[config.mk]
export PLATFORM = sky130hd
export DESIGN_NAME = wrs_sine
export DESIGN_NICKNAME = d
export VERILOG_FILES = /design/src/rtl/core/wrs_pkg.sv /design/src/rtl/core/wrs_sine.sv
export SDC_FILE = /design/constraint.sdc
export NUM_CORES = 2
export LEC_CHECK = 0
export ABC_AREA = 1
export BUFFER_PORTS_ARGS = -buffer_cell sky130_fd_sc_hd__buf_2
export CAP_MARGIN = 20
export CELL_PAD_IN_SITES_DETAIL_PLACEMENT = 1
export CELL_PAD_IN_SITES_GLOBAL_PLACEMENT = 1
export CORE_ASPECT_RATIO = 1.5
export CORE_MARGIN = 10
export CORE_UTILIZATION = 43
export DETAILED_ROUTE_END_ITERATION = 6
export PLACE_DENSITY_LB_ADDON = 0.08
export SLEW_MARGIN = 40
export SYNTH_ARGS = -nofsm -noshare
export SYNTH_HDL_FRONTEND = slang
export SYNTH_SLANG_ARGS = --single-unit
[constraint.sdc]
create_clock -name clock -period 21 [get_ports clock]
set_input_delay 0 -clock clock [delete_from_list [all_inputs] [get_ports clock]]
set_output_delay 0 -clock clock [all_outputs]
set_load 0.02 [all_outputs]
[src/rtl/core/wrs_pkg.sv]
package wrs_pkg;

   // Field widths of the report, the result and the register file.
   localparam int DIR_W       = 16;
   localparam int WSPEED_W    = 13;
   localparam int SPEED_W     = 12;
   localparam int HDG_W       = 12;
   localparam int SLOT_W      = 2;
   localparam int COUNT_W     = 3;
   localparam int CSR_INDEX_W = 3;
   localparam int CSR_DATA_W  = 12;

   // Angle arithmetic in tenths of a degree.
   localparam int ANGLE_W = 10;
   localparam logic [HDG_W-1:0] FULL_TURN    = 12'd3600;
   localparam logic [HDG_W-1:0] HALF_TURN    = 12'd1800;
   localparam logic [HDG_W-1:0] QUARTER_TURN = 12'd900;
   localparam logic [HDG_W-1:0] DEFAULT_HDG_A = 12'd900;
   localparam logic [HDG_W-1:0] DEFAULT_HDG_B = 12'd2700;
   localparam logic [CSR_DATA_W-1:0] MARGIN_RESET = 12'd80;

   // Ten full turns lift any signed 16-bit direction into positive range.
   localparam logic [16:0] DIR_LIFT = 17'd36000;
   // floor(v / 3600) = (v * WRAP_RECIP) >> WRAP_SHIFT for v below 2^17.
   localparam logic [17:0] WRAP_RECIP = 18'd149131;
   localparam int          WRAP_SHIFT = 29;

   // Sine in Q14, score and dead-band widths.
   localparam int SINE_STAGES = 7;
   localparam int SINE_W      = 15;
   localparam int DIFF_W      = 17;
   localparam int SCORE_W     = 28;
   localparam int GAP_W       = SCORE_W + 1;
   localparam int Q14_SHIFT   = 14;
   localparam logic [SINE_W-1:0] Q14_ONE = 15'd16384;

   typedef logic signed [SCORE_W-1:0] score_type;

   typedef enum logic [CSR_INDEX_W-1:0] {
      CSR_RUNWAY_COUNT  = 3'd0,
      CSR_HEADING_ZERO  = 3'd1,
      CSR_HEADING_ONE   = 3'd2,
      CSR_HEADING_TWO   = 3'd3,
      CSR_HEADING_THREE = 3'd4,
      CSR_SWITCH_MARGIN = 3'd5
   } csr_index_type;

endpackage

[src/rtl/core/wrs_sine.sv]
module wrs_sine
   import wrs_pkg::*;
(
   input  logic                   clock,
   input  logic [SINE_STAGES-1:0] en,
   input  logic [ANGLE_W-1:0]     x,
   output logic [SINE_W-1:0]      s
);

   // Stage 1: t = floor((x*65536 + 450) / 900) = 72x + floor((736x + 450) / 900).
   logic [19:0] frac_num;
   logic [40:0] frac_prod;
   logic [ANGLE_W-1:0] x1_ff;
   logic [9:0]  tq1_ff;

   // Stage 2 onward.
   logic [16:0] t_in;
   logic [33:0] tt_in;
   logic [16:0] t2_ff;
   logic [33:0] tt2_ff;

   logic [16:0] sq_in;
   logic [25:0] m1_in;
   logic [16:0] t3_ff;
   logic [16:0] sq3_ff;
   logic [25:0] m1_3_ff;

   logic [25:0] rnd1;
   logic [12:0] a_in;
   logic [29:0] m2_in;
   logic [16:0] t4_ff;
   logic [16:0] sq4_ff;
   logic [29:0] m2_4_ff;

   logic [29:0] rnd2;
   logic [15:0] b_in;
   logic [32:0] m3_in;
   logic [16:0] t5_ff;
   logic [32:0] m3_5_ff;

   logic [32:0] rnd3;
   logic [16:0] c_in;
   logic [33:0] m4_in;
   logic [33:0] m4_6_ff;

   logic [33:0] r4;
   logic [SINE_W-1:0] s_in;
   logic [SINE_W-1:0] s_ff;

   always_comb begin
      frac_num  = 20'(x) * 20'd736 + 20'd450;
      frac_prod = 41'(frac_num) * 41'(21'd1193047);

      t_in  = 17'(x1_ff) * 17'd72 + 17'(tq1_ff);
      tt_in = 34'(t_in) * 34'(t_in);

      sq_in = 17'((tt2_ff + 34'd32768) >> 16);
      m1_in = 26'(sq_in) * 26'd297;

      rnd1  = (m1_3_ff + 26'd32768) >> 16;
      a_in  = 13'd5223 - 13'(rnd1);
      m2_in = 30'(sq3_ff) * 30'(a_in);

      rnd2  = (m2_4_ff + 30'd32768) >> 16;
      b_in  = 16'd42334 - 16'(rnd2);
      m3_in = 33'(sq4_ff) * 33'(b_in);

      rnd3  = (m3_5_ff + 33'd32768) >> 16;
      c_in  = 17'd102944 - 17'(rnd3);
      m4_in = 34'(t5_ff) * 34'(c_in);

      r4   = (m4_6_ff + 34'd131072) >> 18;
      s_in = (r4 > 34'(Q14_ONE)) ? Q14_ONE : SINE_W'(r4);
   end

   always_ff @(posedge clock) begin
      if (en[0]) begin
         x1_ff  <= x;
         tq1_ff <= frac_prod[39:30];
      end
      if (en[1]) begin
         t2_ff  <= t_in;
         tt2_ff <= tt_in;
      end
      if (en[2]) begin
         t3_ff   <= t2_ff;
         sq3_ff  <= sq_in;
         m1_3_ff <= m1_in;
      end
      if (en[3]) begin
         t4_ff   <= t3_ff;
         sq4_ff  <= sq3_ff;
         m2_4_ff <= m2_in;
      end
      if (en[4]) begin
         t5_ff   <= t4_ff;
         m3_5_ff <= m3_in;
      end
      if (en[5]) begin
         m4_6_ff <= m4_in;
      end
      if (en[6]) begin
         s_ff <= s_in;
      end
   end

   assign s = s_ff;

endmodule

==> results.toml <==
[drt]
drt-total-wl_mm = 158
drcViolationCount = 0
drt_iter0_drc = 1514
vias = 40100
avgRoutedWirePerCell_microns = 20.6
drtPass1Iterations = 5
final_antenna_net_count = 0
post_drt_via_cell_ratio = 5.21

[clock_tree]
cts_tree = "built"
cts_root_buf = "clkbuf_16"
clock_path_buffers = 3
cts_buffers = 26
cts_htree_levels = 1
clkSinkCount = 216
clk_latency_ns = 0.62
cts_resized = 0
cts.clk_slew.worst_paths_ns = 0.10

[min_path]
min_to = "m2_4_ff[19]"
min-delay-start = "en[3]"
min_path_type = "in2reg"
min_path_cells = 2

[setup_path]
crit_slowest_cell = "fa_1"
cp.required_ns = 21.35
crit_fanout = 16
path_class = "reg2reg"
worst-path-buf-inv = 8
r2r-end = "tt2_ff[27]"
end_kind = "register"
crit_family = "adder cells"
r2r.worst_path.cells = 34
rrSetupSlack_ns = 12.14
worstReg2RegStart = "x1_ff[1]"
arrival_ns = 9.22
start_kind = "register"
cpPeakStageDelay_ns = 0.62
crit_top_cell = "inv_1"

[synthesis]
yosys.cell_types.count = 61
syn_area_per_cell_sq_um = 8.50
synth_async_sr_flop_share_pct = 0
synth_xor_area_share_pct = 2.90
synth_compound_area_share_pct = 4.80
synthCells = 6127
seq_area_frac_synth_pct = 12.5
synth_seq_cells = 216
synth_flop_cell = "edfxtp_1"
synth-edff-count = 216
ys_warn_count = 0
synth_top_family_by_area = "adder cells"
synthMuxAreaShare_pct = 0
synth_area_sq_mm = 0.0521
synth-simple-area-share_pct = 16.3
syn_nets = 7743
synth_fa_ha_area_share_pct = 51.3

[layout]
utilization_pct = 45.6
multi_input_area_sq_mm = 0.0392
fillers = 14400
seqCellArea_sq_mm = 0.00649
final_cell_mix = "1,528 x inv_1, 1,086 x nand2_1, 891 x fa_1"
final_nets = 7718
antenna_cells = 0
layout_commonest_cell = "inv_1"
syn_to_final_growth_pct = 5.39
drive_above_1_share_pct = 3.36

[sta]
final_hold_viol_count = 0
finClkSkew_ns = 0.0352
final-setup-viol-count = 0
period_minus_slack_ns = 8.86
slew_headroom_pct = 40.1
tightestPinTransition_ns = 0.899
tns_ns = 0
fmax_mhz = 113
slew_violations = 0
grt_setup_unrepaired = "false"
fin_crit_sh_pct = 42.2

[floorplanning]
start_util_pct = 43.2
core_sq_mm = 0.120
die_h_microns = 446
io_pins = 33
row_count = 156
die_w_microns = 304
die_area_sq_mm = 0.136

[grt]
antenna_found_initial = 1
grt_start_max_net_pins = 50
grt_pass1_vias = 46700
grt_first_pass_wirelength_mm = 255
grt_overflow_total = 0
grtUsageTotal_pct = 23.8

[flow_run]
maxCapViolations = 0

[placement]
gp_congestion = 0.884
post-dp-hpwl_mm = 137
port_buffers = 32

[outcome]
status = "finished clean"
layer usage:
| metal | global-route usage (%) | wire, microns | part of all wire [%] | up-vias |
|---|---|---|---|---|
| li1 | - | - | - | 18600 |
| met1 | 23.6 | 54300 | 34 | 20500 |
| met2 | 48.9 | 91200 | 58 | 661 |
| met3 | 1.46 | 3760 | 2.4 | 354 |
| met4 | 11.6 | 9070 | 5.7 | 2 |
| met5 | 0 | 12 | 0.0076 | - |
worst max-delay path by stage:
stage	slack (ns)	from	cells after the start	end
floorplan	13.28	x1_ff[1]	35	tt2_ff[27]
global placement	12.17	x1_ff[1]	34	tt2_ff[27]
detailed placement	12.10	x1_ff[1]	34	tt2_ff[27]
CTS	12.04	x1_ff[1]	34	tt2_ff[27]
global route	11.41	x1_ff[1]	34	tt2_ff[27]
finish	12.14	x1_ff[1]	34	tt2_ff[27]
registers in the layout, indices dropped and copies added (netlist names):
signal   flops
m1_3_ff     11
s           15
m3_5_ff     18
sq4_ff      17
t2_ff       17
sq3_ff      17
m2_4_ff     15
x1_ff       10
m4_6_ff     17
tt2_ff      18
t5_ff       17
t3_ff       17
tq1_ff      10
t4_ff       17
cell usage after synthesis, types with 19 or more instances:
| master | instances | area (sq um) |
|---|---|---|
| nor2_2 | 19 | 119 |
| nand2_2 | 20 | 125 |
| nand4_1 | 43 | 269 |
| edfxtp_1 | 216 | 6490 |
| nor2_1 | 543 | 2040 |
| o21bai_1 | 23 | 173 |
| inv_1 | 1528 | 5740 |
| ha_1 | 707 | 8850 |
| nand3_1 | 203 | 1020 |
| nand2_1 | 1087 | 4080 |
| buf_2 | 25 | 125 |
| nor3_1 | 49 | 245 |
| xnor2_1 | 46 | 403 |
| fa_1 | 891 | 17800 |
| xor2_1 | 114 | 998 |
| inv_2 | 20 | 75.1 |
| clkbuf_1 | 69 | 259 |
| a21oi_1 | 211 | 1060 |
| o21ai_0 | 106 | 531 |
timing repair:
action / 4_1_cts / 5_1_grt
hold buffers: 16 / 0
setup buffers: 0 / 0
hold endpoints to repair: 177 / 0
cell type report:
cell class / instances / area share (%)
Clock buffer: 26 / 1.19
Clock inverter: 22 / 0.458
Inverter: 1558 / 10.7
Multi-Input combinational cell: 4242 / 71.5
Sequential cell: 216 / 11.8
Tap cell: 1580 / 3.60
Timing Repair Buffer: 58 / 0.741
logic make-up after synthesis:
family,count (synthesis)
and+or+nand+nor,2041
adders and majority gates,1598
AOI/OAI and AO/OA,437
xor gates and xnor gates,166
DFF,216
buffers and inverters,1669
through the flow:
step	cells	instance area, sq um	hold WS (ns)	worst slack, ns
final	7702	54900	0.0174	12.14
after CTS	7702	54900	0.0172	12.04
after detailed placement	7638	53800	0.275	12.10
after global placement	7636	53700	0.259	12.17
after global routing	7702	54900	0.0607	11.41
after floorplan	6127	52100	0.0989	13.28
Power is not shown: default switching activity piles up to over one toggle a cycle in this logic, so the estimate is an artifact.
